## src/rtl/pmsm_pkg.sv

```systemverilog
// Shared types, codes and the mode transition table of the power mode controller.
package pmsm_pkg;

  typedef enum logic [8:0] {
    MODE_DEEPSLEEP  = 9'b000000001,
    MODE_SLEEP      = 9'b000000010,
    MODE_IDLE       = 9'b000000100,
    MODE_SAFETYLOCK = 9'b000001000,
    MODE_LOWV       = 9'b000010000,
    MODE_EMERGENCY  = 9'b000100000,
    MODE_CHARGING   = 9'b001000000,
    MODE_MANUAL     = 9'b010000000,
    MODE_ERROR      = 9'b100000000
  } mode_t;

  localparam logic [3:0] CODE_DEEPSLEEP  = 4'd0;
  localparam logic [3:0] CODE_SLEEP      = 4'd1;
  localparam logic [3:0] CODE_IDLE       = 4'd2;
  localparam logic [3:0] CODE_SAFETYLOCK = 4'd3;
  localparam logic [3:0] CODE_LOWV       = 4'd4;
  localparam logic [3:0] CODE_EMERGENCY  = 4'd5;
  localparam logic [3:0] CODE_CHARGING   = 4'd6;
  localparam logic [3:0] CODE_MANUAL     = 4'd7;
  localparam logic [3:0] CODE_ERROR      = 4'd8;
  localparam logic [3:0] NO_MODE         = 4'd9;
  localparam logic [3:0] MODE_COUNT      = 4'd9;

  localparam logic [4:0] EVENT_COUNT   = 5'd19;
  localparam logic [4:0] EV_LOCK       = 5'd11;
  localparam logic [4:0] EV_SOC_OK     = 5'd12;
  localparam logic [4:0] EV_UNLOCK     = 5'd13;
  localparam logic [4:0] EV_OVERCHARGE = 5'd18;

  localparam logic CMD_FIRE   = 1'b0;
  localparam logic CMD_UPDATE = 1'b1;

  localparam logic [1:0] SOC_NONE   = 2'd0;
  localparam logic [1:0] SOC_LOWV   = 2'd1;
  localparam logic [1:0] SOC_SAFETY = 2'd2;

  localparam logic [1:0] CFG_LOW_VOLTAGE = 2'd0;
  localparam logic [1:0] CFG_SAFETY      = 2'd1;

  localparam logic [6:0] EN_USBA1     = 7'h01;
  localparam logic [6:0] EN_USBA2     = 7'h02;
  localparam logic [6:0] EN_USBC2     = 7'h04;
  localparam logic [6:0] EN_STPD      = 7'h08;
  localparam logic [6:0] EN_OTG       = 7'h10;
  localparam logic [6:0] EN_BACKLIGHT = 7'h20;
  localparam logic [6:0] EN_LAB       = 7'h40;
  localparam logic [6:0] EN_POWER     = EN_USBA1 | EN_USBA2 | EN_USBC2 | EN_STPD | EN_OTG;
  localparam logic [6:0] EN_RESET     = EN_USBA1 | EN_USBA2 | EN_BACKLIGHT;

  localparam logic [6:0] LOW_VOLTAGE_RESET = 7'd5;
  localparam logic [6:0] SAFETY_RESET      = 7'd15;

  // next mode code by [current mode code][event], NO_MODE where there is no transition
  localparam logic [3:0] NEXT_MODE [9][19] = '{
    '{4'd2, 4'd2, 4'd9, 4'd9, 4'd9, 4'd9, 4'd9, 4'd9, 4'd9, 4'd9,
      4'd9, 4'd9, 4'd9, 4'd9, 4'd9, 4'd9, 4'd9, 4'd9, 4'd9},
    '{4'd6, 4'd2, 4'd3, 4'd4, 4'd5, 4'd8, 4'd5, 4'd8, 4'd0, 4'd9,
      4'd9, 4'd9, 4'd9, 4'd9, 4'd9, 4'd9, 4'd9, 4'd9, 4'd9},
    '{4'd6, 4'd9, 4'd3, 4'd4, 4'd5, 4'd8, 4'd5, 4'd8, 4'd0, 4'd1,
      4'd7, 4'd3, 4'd9, 4'd9, 4'd9, 4'd9, 4'd9, 4'd9, 4'd9},
    '{4'd6, 4'd9, 4'd9, 4'd4, 4'd5, 4'd8, 4'd5, 4'd8, 4'd9, 4'd9,
      4'd9, 4'd9, 4'd2, 4'd2, 4'd9, 4'd9, 4'd9, 4'd9, 4'd9},
    '{4'd6, 4'd9, 4'd9, 4'd9, 4'd5, 4'd8, 4'd5, 4'd8, 4'd9, 4'd1,
      4'd9, 4'd9, 4'd2, 4'd9, 4'd9, 4'd9, 4'd9, 4'd9, 4'd9},
    '{4'd9, 4'd9, 4'd9, 4'd9, 4'd9, 4'd9, 4'd9, 4'd9, 4'd9, 4'd9,
      4'd9, 4'd9, 4'd9, 4'd9, 4'd9, 4'd9, 4'd9, 4'd9, 4'd9},
    '{4'd9, 4'd9, 4'd3, 4'd4, 4'd5, 4'd8, 4'd5, 4'd8, 4'd9, 4'd1,
      4'd7, 4'd9, 4'd9, 4'd9, 4'd2, 4'd3, 4'd9, 4'd9, 4'd9},
    '{4'd9, 4'd9, 4'd3, 4'd4, 4'd5, 4'd8, 4'd5, 4'd8, 4'd9, 4'd9,
      4'd9, 4'd3, 4'd9, 4'd9, 4'd9, 4'd9, 4'd2, 4'd9, 4'd9},
    '{4'd6, 4'd2, 4'd3, 4'd4, 4'd5, 4'd9, 4'd5, 4'd9, 4'd9, 4'd9,
      4'd9, 4'd9, 4'd9, 4'd9, 4'd9, 4'd9, 4'd9, 4'd2, 4'd9}
  };

  typedef struct packed {
    logic       command;
    logic [4:0] event_code;
    logic       charger_sinking;
    logic       gauge_valid;
    logic [6:0] state_of_charge;
  } cmd_t;

  typedef struct packed {
    logic [3:0] current_mode;
    logic [3:0] pending_mode;
    logic [6:0] output_enables;
    logic       overcharge_warning;
    logic       user_lock_set;
    logic       unlock_refused;
    logic       transition_accepted;
    logic       raise_charger_event;
    logic [1:0] raise_soc_event;
  } rsp_t;

  function automatic logic [3:0] mode_to_code(input mode_t m);
    logic [3:0] c;
    unique case (m)
      MODE_DEEPSLEEP:  c = CODE_DEEPSLEEP;
      MODE_SLEEP:      c = CODE_SLEEP;
      MODE_IDLE:       c = CODE_IDLE;
      MODE_SAFETYLOCK: c = CODE_SAFETYLOCK;
      MODE_LOWV:       c = CODE_LOWV;
      MODE_EMERGENCY:  c = CODE_EMERGENCY;
      MODE_CHARGING:   c = CODE_CHARGING;
      MODE_MANUAL:     c = CODE_MANUAL;
      MODE_ERROR:      c = CODE_ERROR;
      default:         c = NO_MODE;
    endcase
    return c;
  endfunction

  function automatic mode_t code_to_mode(input logic [3:0] c);
    mode_t m;
    unique case (c)
      CODE_DEEPSLEEP:  m = MODE_DEEPSLEEP;
      CODE_SLEEP:      m = MODE_SLEEP;
      CODE_IDLE:       m = MODE_IDLE;
      CODE_SAFETYLOCK: m = MODE_SAFETYLOCK;
      CODE_LOWV:       m = MODE_LOWV;
      CODE_EMERGENCY:  m = MODE_EMERGENCY;
      CODE_CHARGING:   m = MODE_CHARGING;
      CODE_MANUAL:     m = MODE_MANUAL;
      CODE_ERROR:      m = MODE_ERROR;
      default:         m = MODE_IDLE;
    endcase
    return m;
  endfunction

endpackage

```

## src/rtl/pmsm_core.sv

```systemverilog
// Mode state, flags, enables and thresholds with the single-pass request evaluation.
module pmsm_core (
  input  logic              clk,
  input  logic              rst,
  input  logic              cfg_write,
  input  logic [1:0]        cfg_index,
  input  logic [6:0]        cfg_data,
  input  logic              go,
  input  pmsm_pkg::cmd_t    item,
  output pmsm_pkg::rsp_t    result
);

  pmsm_pkg::mode_t mode_reg, mode_next;
  pmsm_pkg::mode_t pending_reg, pending_next;
  logic            overcharge_reg, overcharge_next;
  logic            lock_reg, lock_next;
  logic [6:0]      enables_reg, enables_next;
  logic [6:0]      low_voltage_thr;
  logic [6:0]      safety_thr;

  logic [3:0] mode_code;
  logic [3:0] nx;
  logic       refused;
  logic       accepted;
  logic       chg;
  logic [1:0] soc;

  always_comb begin
    mode_next       = mode_reg;
    pending_next    = pending_reg;
    overcharge_next = overcharge_reg;
    lock_next       = lock_reg;
    enables_next    = enables_reg;
    refused         = 1'b0;
    accepted        = 1'b0;
    chg             = 1'b0;
    soc             = pmsm_pkg::SOC_NONE;
    nx              = pmsm_pkg::NO_MODE;
    mode_code       = pmsm_pkg::mode_to_code(mode_reg);
    if (item.command == pmsm_pkg::CMD_FIRE) begin
      if (item.event_code < pmsm_pkg::EVENT_COUNT) begin
        if (item.event_code == pmsm_pkg::EV_OVERCHARGE) overcharge_next = 1'b1;
        if (item.event_code == pmsm_pkg::EV_SOC_OK) overcharge_next = 1'b0;
        if (item.event_code == pmsm_pkg::EV_LOCK) lock_next = 1'b1;
        if (mode_code < pmsm_pkg::MODE_COUNT) begin
          nx = pmsm_pkg::NEXT_MODE[mode_code][item.event_code];
        end
        if (nx != pmsm_pkg::NO_MODE) begin
          if (item.event_code == pmsm_pkg::EV_UNLOCK && !lock_next) begin
            refused = 1'b1;
          end else begin
            pending_next = pmsm_pkg::code_to_mode(nx);
            accepted     = 1'b1;
          end
        end
      end
    end else if (mode_reg != pending_reg) begin
      // exit actions of the mode being left
      unique case (mode_reg)
        pmsm_pkg::MODE_DEEPSLEEP, pmsm_pkg::MODE_SLEEP: begin
          enables_next = enables_next | pmsm_pkg::EN_BACKLIGHT;
        end
        pmsm_pkg::MODE_SAFETYLOCK: begin
          lock_next = 1'b0;
        end
        pmsm_pkg::MODE_MANUAL: begin
          enables_next = enables_next &
            ~(pmsm_pkg::EN_STPD | pmsm_pkg::EN_USBC2 | pmsm_pkg::EN_LAB);
        end
        default: begin
        end
      endcase
      mode_next = pending_reg;
      // entry actions of the new mode
      unique case (pending_reg)
        pmsm_pkg::MODE_DEEPSLEEP, pmsm_pkg::MODE_LOWV: begin
          enables_next = enables_next & ~(pmsm_pkg::EN_POWER | pmsm_pkg::EN_BACKLIGHT);
        end
        pmsm_pkg::MODE_SLEEP: begin
          enables_next = enables_next & ~pmsm_pkg::EN_BACKLIGHT;
        end
        pmsm_pkg::MODE_IDLE: begin
          enables_next = enables_next | pmsm_pkg::EN_RESET;
          chg          = item.charger_sinking;
          if (item.gauge_valid) begin
            if (item.state_of_charge < low_voltage_thr) begin
              soc = pmsm_pkg::SOC_LOWV;
            end else if (item.state_of_charge < safety_thr) begin
              soc = pmsm_pkg::SOC_SAFETY;
            end
          end
        end
        pmsm_pkg::MODE_SAFETYLOCK, pmsm_pkg::MODE_EMERGENCY: begin
          enables_next = enables_next & ~pmsm_pkg::EN_POWER;
        end
        pmsm_pkg::MODE_CHARGING: begin
          enables_next = enables_next & ~(pmsm_pkg::EN_USBA1 | pmsm_pkg::EN_USBA2 |
                                          pmsm_pkg::EN_USBC2 | pmsm_pkg::EN_STPD);
        end
        pmsm_pkg::MODE_MANUAL: begin
          enables_next = enables_next | pmsm_pkg::EN_LAB;
        end
        default: begin
        end
      endcase
    end
  end

  always_comb begin
    result.current_mode        = pmsm_pkg::mode_to_code(mode_next);
    result.pending_mode        = pmsm_pkg::mode_to_code(pending_next);
    result.output_enables      = enables_next;
    result.overcharge_warning  = overcharge_next;
    result.user_lock_set       = lock_next;
    result.unlock_refused      = refused;
    result.transition_accepted = accepted;
    result.raise_charger_event = chg;
    result.raise_soc_event     = soc;
  end

  always_ff @(posedge clk) begin
    if (rst) begin
      mode_reg        <= pmsm_pkg::MODE_IDLE;
      pending_reg     <= pmsm_pkg::MODE_IDLE;
      overcharge_reg  <= 1'b0;
      lock_reg        <= 1'b0;
      enables_reg     <= pmsm_pkg::EN_RESET;
      low_voltage_thr <= pmsm_pkg::LOW_VOLTAGE_RESET;
      safety_thr      <= pmsm_pkg::SAFETY_RESET;
    end else begin
      if (go) begin
        mode_reg       <= mode_next;
        pending_reg    <= pending_next;
        overcharge_reg <= overcharge_next;
        lock_reg       <= lock_next;
        enables_reg    <= enables_next;
      end
      if (cfg_write) begin
        unique case (cfg_index)
          pmsm_pkg::CFG_LOW_VOLTAGE: low_voltage_thr <= cfg_data;
          pmsm_pkg::CFG_SAFETY:      safety_thr <= cfg_data;
          default: begin
          end
        endcase
      end
    end
  end

  a_mode_only_on_update: assert property (@(posedge clk) disable iff (rst)
    !(go && item.command == pmsm_pkg::CMD_UPDATE) |=> $stable(mode_reg))
    else $error("mode changed without an update request");

  a_pending_only_on_fire: assert property (@(posedge clk) disable iff (rst)
    !(go && item.command == pmsm_pkg::CMD_FIRE) |=> $stable(pending_reg))
    else $error("pending mode changed without a fire request");

  a_lock_cleared_leaving_safetylock: assert property (@(posedge clk) disable iff (rst)
    (go && item.command == pmsm_pkg::CMD_UPDATE && mode_reg == pmsm_pkg::MODE_SAFETYLOCK &&
     pending_reg != pmsm_pkg::MODE_SAFETYLOCK) |=> !lock_reg)
    else $error("user lock kept after leaving safety lock");

endmodule

```

## src/rtl/power_mode_state_machine.sv

```systemverilog
// Top level of the power mode controller: request register, mode logic and result buffer.
//
// Requests arrive on cmd_valid/cmd_stall with command, event_code, charger_sinking,
// gauge_valid and state_of_charge; results leave on rsp_valid/rsp_stall, one per request,
// in order. A request is taken at an edge with valid high and stall low.
// A taken request waits in the request register until the result buffer has room, is then
// evaluated into the result buffer, and rsp_valid is high while the buffer holds a result.
// Throughput: one request per cycle while the result buffer has room; each request updates
// the mode, pending mode, flag and enable registers as it is evaluated.
// When the receiver stalls, the two-entry result buffer and the request register hold up
// to three requests; cmd_stall rises only when all three are occupied and is driven from
// registers alone.
// The threshold registers are written through cfg_write/cfg_index/cfg_data; index 0 is the
// low-voltage threshold, index 1 the safety threshold, other indexes are ignored.
// Reset: mode and pending mode idle, flags clear, USB-A ports and backlight enabled,
// thresholds 5 and 15 percent, request register and result buffer empty.
module power_mode_state_machine (
  input  logic       clk,
  input  logic       rst,
  input  logic       cfg_write,
  input  logic [1:0] cfg_index,
  input  logic [6:0] cfg_data,
  input  logic       cmd_valid,
  output logic       cmd_stall,
  input  logic       command,
  input  logic [4:0] event_code,
  input  logic       charger_sinking,
  input  logic       gauge_valid,
  input  logic [6:0] state_of_charge,
  output logic       rsp_valid,
  input  logic       rsp_stall,
  output logic [3:0] current_mode,
  output logic [3:0] pending_mode,
  output logic [6:0] output_enables,
  output logic       overcharge_warning,
  output logic       user_lock_set,
  output logic       unlock_refused,
  output logic       transition_accepted,
  output logic       raise_charger_event,
  output logic [1:0] raise_soc_event
);

  logic           req_full;
  pmsm_pkg::cmd_t req;
  logic [1:0]     buf_cnt;
  pmsm_pkg::rsp_t buf0;
  pmsm_pkg::rsp_t buf1;
  pmsm_pkg::rsp_t result;
  logic           buf_full;
  logic           cmd_accept;
  logic           move;
  logic           pop;

  assign buf_full   = (buf_cnt == 2'd2);
  assign cmd_stall  = req_full && buf_full;
  assign cmd_accept = cmd_valid && !cmd_stall;
  assign move       = req_full && !buf_full;
  assign rsp_valid  = (buf_cnt != 2'd0);
  assign pop        = rsp_valid && !rsp_stall;

  pmsm_core u_core (
    .clk       (clk),
    .rst       (rst),
    .cfg_write (cfg_write),
    .cfg_index (cfg_index),
    .cfg_data  (cfg_data),
    .go        (move),
    .item      (req),
    .result    (result)
  );

  always_ff @(posedge clk) begin
    if (rst) begin
      req_full <= 1'b0;
      buf_cnt  <= 2'd0;
    end else begin
      req_full <= cmd_accept || (req_full && !move);
      buf_cnt  <= buf_cnt + {1'b0, move} - {1'b0, pop};
    end
  end

  always_ff @(posedge clk) begin
    if (cmd_accept) begin
      req.command         <= command;
      req.event_code      <= event_code;
      req.charger_sinking <= charger_sinking;
      req.gauge_valid     <= gauge_valid;
      req.state_of_charge <= state_of_charge;
    end
    if (pop) begin
      if (move && buf_cnt == 2'd1) begin
        buf0 <= result;
      end else begin
        buf0 <= buf1;
      end
      if (move && buf_cnt == 2'd2) begin
        buf1 <= result;
      end
    end else if (move) begin
      if (buf_cnt == 2'd0) begin
        buf0 <= result;
      end else begin
        buf1 <= result;
      end
    end
  end

  assign current_mode        = buf0.current_mode;
  assign pending_mode        = buf0.pending_mode;
  assign output_enables      = buf0.output_enables;
  assign overcharge_warning  = buf0.overcharge_warning;
  assign user_lock_set       = buf0.user_lock_set;
  assign unlock_refused      = buf0.unlock_refused;
  assign transition_accepted = buf0.transition_accepted;
  assign raise_charger_event = buf0.raise_charger_event;
  assign raise_soc_event     = buf0.raise_soc_event;

  a_buf_no_overflow: assert property (@(posedge clk) disable iff (rst)
    buf_cnt != 2'd3)
    else $error("result buffer count out of range");

  a_accept_when_full_moves: assert property (@(posedge clk) disable iff (rst)
    (cmd_accept && req_full) |-> move)
    else $error("request register overwritten before evaluation");

  a_pop_drains: assert property (@(posedge clk) disable iff (rst)
    (pop && !move) |=> buf_cnt == $past(buf_cnt) - 2'd1)
    else $error("result buffer count not reduced after a take");

endmodule
```

## config.mk

```make
export PLATFORM = sky130hd
export DESIGN_NAME = power_mode_state_machine
export DESIGN_NICKNAME = d
export VERILOG_FILES = /design/src/rtl/pmsm_pkg.sv /design/src/rtl/pmsm_core.sv /design/src/rtl/power_mode_state_machine.sv
export SDC_FILE = /design/constraint.sdc
export NUM_CORES = 1
export LEC_CHECK = 0
export BUFFER_PORTS_ARGS = -buffer_cell sky130_fd_sc_hd__clkbuf_2
export CELL_PAD_IN_SITES_DETAIL_PLACEMENT = 1
export CELL_PAD_IN_SITES_GLOBAL_PLACEMENT = 2
export CORE_MARGIN = 8
export CORE_UTILIZATION = 38
export CTS_CLUSTER_SIZE = 20
export DETAILED_ROUTE_END_ITERATION = 6
export GPL_ROUTABILITY_DRIVEN = 1
export PLACE_DENSITY = 0.88
export SYNTH_ARGS = -nofsm -noshare
export SYNTH_HDL_FRONTEND = slang
export SYNTH_HIERARCHICAL = 1
export SYNTH_SLANG_ARGS = --single-unit
```

## constraint.sdc

```tcl
create_clock -name clk -period 6.96 [get_ports clk]
set_input_delay 1.392 -clock clk [delete_from_list [all_inputs] [get_ports clk]]
set_output_delay 1.392 -clock clk [all_outputs]
set_load 0.05 [all_outputs]
```

# Word-level counts from Yosys, hierarchy flattened
# Memory sizes are Yosys's and may differ from the RTL's.
# Index checks and enable logic that the tools add are counted.
[classes]
add_sub_neg = 2
n_lt_le_gt_ge = 6
eq_ne = 46
muxes = 57
n_bitwise = 2
n_reduce_logical = 26
[op_table]
columns = ["cell", "n"]
rows = [
  ["$mux 22", 8],
  ["$mux 76", 2],
  ["$pmux 4 s9", 3],
  ["$mux 9", 6],
  ["$pmux 7 s6", 1],
  ["$eq 9x1->1 const B", 4],
  ["$eq 9x2->1 const B", 4],
  ["$eq 9x3->1 const B", 4],
  ["$eq 9x4->1 const B", 4],
  ["$eq 9x5->1 const B", 4],
  ["$eq 9x6->1 const B", 4],
  ["$eq 9x7->1 const B", 4],
  ["$eq 9x8->1 const B", 4],
  ["$eq 9x9->1 const B", 3],
  ["$mux 1", 22],
  ["$bmux 4 s5", 1],
  ["$mux 4", 5],
  ["$eq 5x4->1 const B", 3],
  ["$lt 7x7->1", 2],
  ["$mux 7", 2],
  ["$pmux 7 s2", 1],
  ["$mux 2", 6],
  ["$ne 9x9->1", 1],
  ["$logic_and 1x1->1", 8],
  ["other kinds (21)", 33],
]
[word_totals]
ff_bits = 103
rom_bits = 1360
output_inout_bits = 24
elab_cells = 173
mem_count = 2
[mem_list]
columns = ["memory", "depth", "width", "read_ports", "rd_ports_with_merged_regs", "wr", "line_no", "rtl"]
rows = [
  ["(name not given)", 16, 76, 1, 0, 0, "pmsm_core.sv:46", "nx = pmsm_pkg::NEXT_MODE[mode_code][item.event_code];"],
  ["(name not given)", 16, 9, 1, 0, 0, "pmsm_pkg.sv:118", "unique case (c)"],
]

# Logic depth before layout (Yosys ltp)
# An unclocked memory read counts as a cell.
[depth]
word_depth = 22
ltp_mapped = 22

# Modules after synthesis
# The synthesis kept the hierarchy.
[by_module_without_submodules]
columns = ["module", "instances", "cells_per_inst", "area_each_um2"]
rows = [
  ["pmsm_core", 1, 551, 4016.4],
  ["power_mode_state_machine", 1, 112, 2284.7],
]

# Least setup slack after synthesis
# Ideal clock, no wire load.
[synth_path]
path_kind = "flip-flop to flip-flop"
from = "reg u_core.mode_reg[4]"
to = "reg buf0, in the netlist pending_mode[0] (data pin)"
setup_time_ns = 0.260
arrival_ns = 4.772
slack_ns = 1.928
path_stages_with_launch = 21
n_path_buf = 2
period_less_slack_ns = 5.032
path_cell_list = "dfxtp_1 > buf_6 > or4_4 > nor4b_4 > nor2_1 > nand2_1 > inv_1 > ha_1 > a32o_1 > a221oi_1 > nor4b_4 > or2_4 > or3_4 > o31ai_4 > o2bb2a_1 > clkbuf_1 > mux2i_1 > mux2i_1 > a31oi_1 > or3_1 > mux2_2"
[synth_rtl]
columns = ["item", "line_no", "rtl"]
rows = [
  ["from (decl)", "pmsm_core.sv:13", "pmsm_pkg::mode_t mode_reg, mode_next;"],
  ["from (signal assigned)", "pmsm_core.sv:123", "mode_reg <= pmsm_pkg::MODE_IDLE;"],
  ["from (signal assigned)", "pmsm_core.sv:132", "mode_reg <= mode_next;"],
  ["to (signal assigned)", "power_mode_state_machine.sv:92", "buf0 <= result;"],
  ["to (signal assigned)", "power_mode_state_machine.sv:94", "buf0 <= buf1;"],
  ["to (signal assigned)", "power_mode_state_machine.sv:101", "buf0 <= result;"],
  ["to (decl)", "power_mode_state_machine.sv:46", "pmsm_pkg::rsp_t buf0;"],
]

==> impl_metrics.tcl <==
set metrics [dict create \
    crit_fanout 11 \
    timing.setup.tns_ns 0 \
    grt_pass1_wl_mm 28.3 \
    yosys_warnings 6 \
    clkSinkCount 103 \
    grt_usage_pct 17.2 \
    top_regs "buf1 x22, req x15" \
    worst-slew-pin-transition_ns 1.13 \
    ant_nets 0 \
    start_kind "flip-flop" \
    drcViolationCount 0 \
    final_common_cell "nor2_1" \
    synth_edf_count 59 \
    p_int_mw 1.24 \
    cts_tree "built" \
    switching_share_pct 37.5 \
    fin_crit_ns 5.71 \
    ys_async_sr_fraction_pct 0 \
    initial_core_util_pct 38.4 \
    power_frac_clock_pct 26.4 \
    finClkSkew_ns 0.00634 \
    num_io_pins 53 \
    area_delta_synth_final_pct 10.4 \
    min_from "u_core/enables_reg[3]" \
    hp-class "flip-flop to flip-flop" \
    grt-ovfl-total 0 \
    chipHeight_um 145 \
    cp.arrival_ns 5.80 \
    cts.repair.resized 0 \
    grt_pass1_vias 5315 \
    power_mw 1.99 \
    vias_per_cell 5.58 \
    crit_start "u_core/mode_reg[4]" \
    synth_top_area_share_pct 28.1 \
    ys_seq_elements 103 \
    power.density_mw_per_mm2 286 \
    ys_types 74 \
    dr_total_vias 5066 \
    core-area_mm2 0.0164 \
    dieArea_mm2 0.0210 \
    top_register "buf1" \
    ys.flop_type "edfxtp_1" \
    grt_use_met3_pct 2.53 \
    cts-root-buf "clkbuf_16" \
    cts_hold_buf 0 \
    place.gp.congestion 0.910 \
    status "finished, final reports clean" \
    max_cap_viol_count 0 \
    drt-initial-drc-count 305 \
    nets 728 \
    slew_headroom_pct 24.6 \
    largest_reg_flops 22 \
    drive_above_1_share_pct 17.7 \
    clkLatencyLatePin_ns 0.34 \
    grt_use_met1_pct 20.9 \
    avgSynthCellArea_um2 9.50 \
    leakagePower_nw 2.71 \
    period_share_pct 82.0 \
    clkSlewWorstSetupHoldPaths_ns 0.07 \
    drtPass1Iterations 5 \
    rows 47 \
    diodes 0 \
    dpl_cell_area_mm2 0.00664 \
    p_sw_uw 746 \
    cts_max_level 3 \
    fmax_mhz 175 \
    rsz0062_at_grt "false" \
    final_cell_mix "nor2_1 (72), edfxtp_1 (59), clkbuf_2 (52)" \
    vdd_drop_max_mv 0.132 \
    synth_fp_nets 708 \
    regToRegStartpoint "u_core/mode_reg[4]" \
    finalMaxSlewViolations 0 \
    synth_area_leaders "edfxtp_1 (28%), dfxtp_1 (14%), nor2_1 (4.3%), mux2_2 (3.9%), mux2i_1 (3.3%)" \
    setup_viol 0 \
    fin_area_mm2 0.00696 \
    cts-buffers-inserted 9 \
    drt_wl_total_mm 17.6 \
    grt_util_met2_pct 31.2 \
    wire_per_inst_um 19.4 \
    clockBufferDepth 2 \
    yosysTopAreaCell "edfxtp_1" \
    fin_util_pct 42.4 \
    grt_start_max_net_pins 45 \
    cp-end-kind "flip-flop" \
    postCtsSetupBuffers 0 \
    port_buffers 52 \
    p_comb_share_pct 33.6 \
    syn-cell-area_mm2 0.00630 \
    fp.dieW_um 145 \
    hpwl_mm 13.1 \
    antenna_found_initial 0 \
    p_seq_share_pct 40.0 \
    timing_worst_setup_path_type "flip-flop to flip-flop" \
    syn-instance-count 663 \
    required_ns 7.06 \
    busiest_layer "met2" \
    seq_area_frac_synth_pct 42.1 \
    hold_viol 0 \
]
[synth_stat cells, drive strengths merged (9+ instances only)]
library cell	n
xnor2	17
nand2b	16
a21oi	38
dfxtp	44
nor2b	16
nand2	47
o21ai	26
nand3	15
xor2	9
buf	22
mux2i	21
edfxtp	59
mux2	24
nor3	12
and2	14
ha	16
a211oi	15
or2	9
clkbuf	27
nor2	72
a211o	12
inv	25
[metrics by stage]
step                      hold WS, ns  cells  worst slack (ns)
after floorplan                 0.421    663              1.93
after global placement          0.433    892              1.48
after detailed placement        0.439    892              1.29
after CTS                       0.480    908              1.27
after global routing            0.498    908             0.722
final                           0.474    908              1.25
[layout make-up]
class                           instances  area, µm²
Inverter                               25       93.8
Sequential cell                       103       2650
Tap cell                              220        275
Timing Repair Buffer                   58        305
Multi-Input combinational cell        486       3310
Clock inverter                          7       88.8
Clock buffer                            9        225
Fill cell                            1888       9450
[layer usage]
layer | part of all wire, % | vias up
met3 | 3.6 | 20
met1 | 44 | 2495
met2 | 51 | 109
met4 | 1.5 | 0
li1 | - | 2442
met5 | 0 | -
[worst max-delay path, cell delays in order (launching register included)]
cell and delay [ns]:
dfxtp_1 0.41, or4_4 0.64, nor4b_4 0.39, nor2_1 0.16, nand2_1 0.11, inv_1 0.06, ha_1 0.19, a32o_1 0.23
a221oi_1 0.43, nor4b_4 0.08, or2_4 0.30, or3_4 0.43, o31ai_4 0.43, o2bb2a_1 0.38, mux2i_1 0.15, mux2i_1 0.27
a31oi_1 0.12, or3_1 0.40, mux2_2 0.27
[kinds of logic after synthesis]
group	share of synthesized area [%]
xor+xnor	3.61
buf+inv	5.52
compound gates	17.3
simple gates	20.7
flops	42.1
fa+ha+maj	3.18
mux	7.63
[worst paths after layout]
check,end,slack (ns),depth (start not counted)
max,pending_mode[0],1.25,18
min,u_core/enables_reg[3],0.47,1
max reg2reg,pending_mode[0],1.25,18
min reg2reg,u_core/enables_reg[3],0.47,1
[power by group through the flow]
stage	logic (mW)	clock network [mW]	registers (mW)
floorplan	0.388	0	0.931
global placement	0.649	0	0.806
detailed placement	0.667	0	0.811
CTS	0.672	0.537	0.797
global route	0.719	0.559	0.805
finish	0.668	0.524	0.796
(Power assumes the default switching activity.)
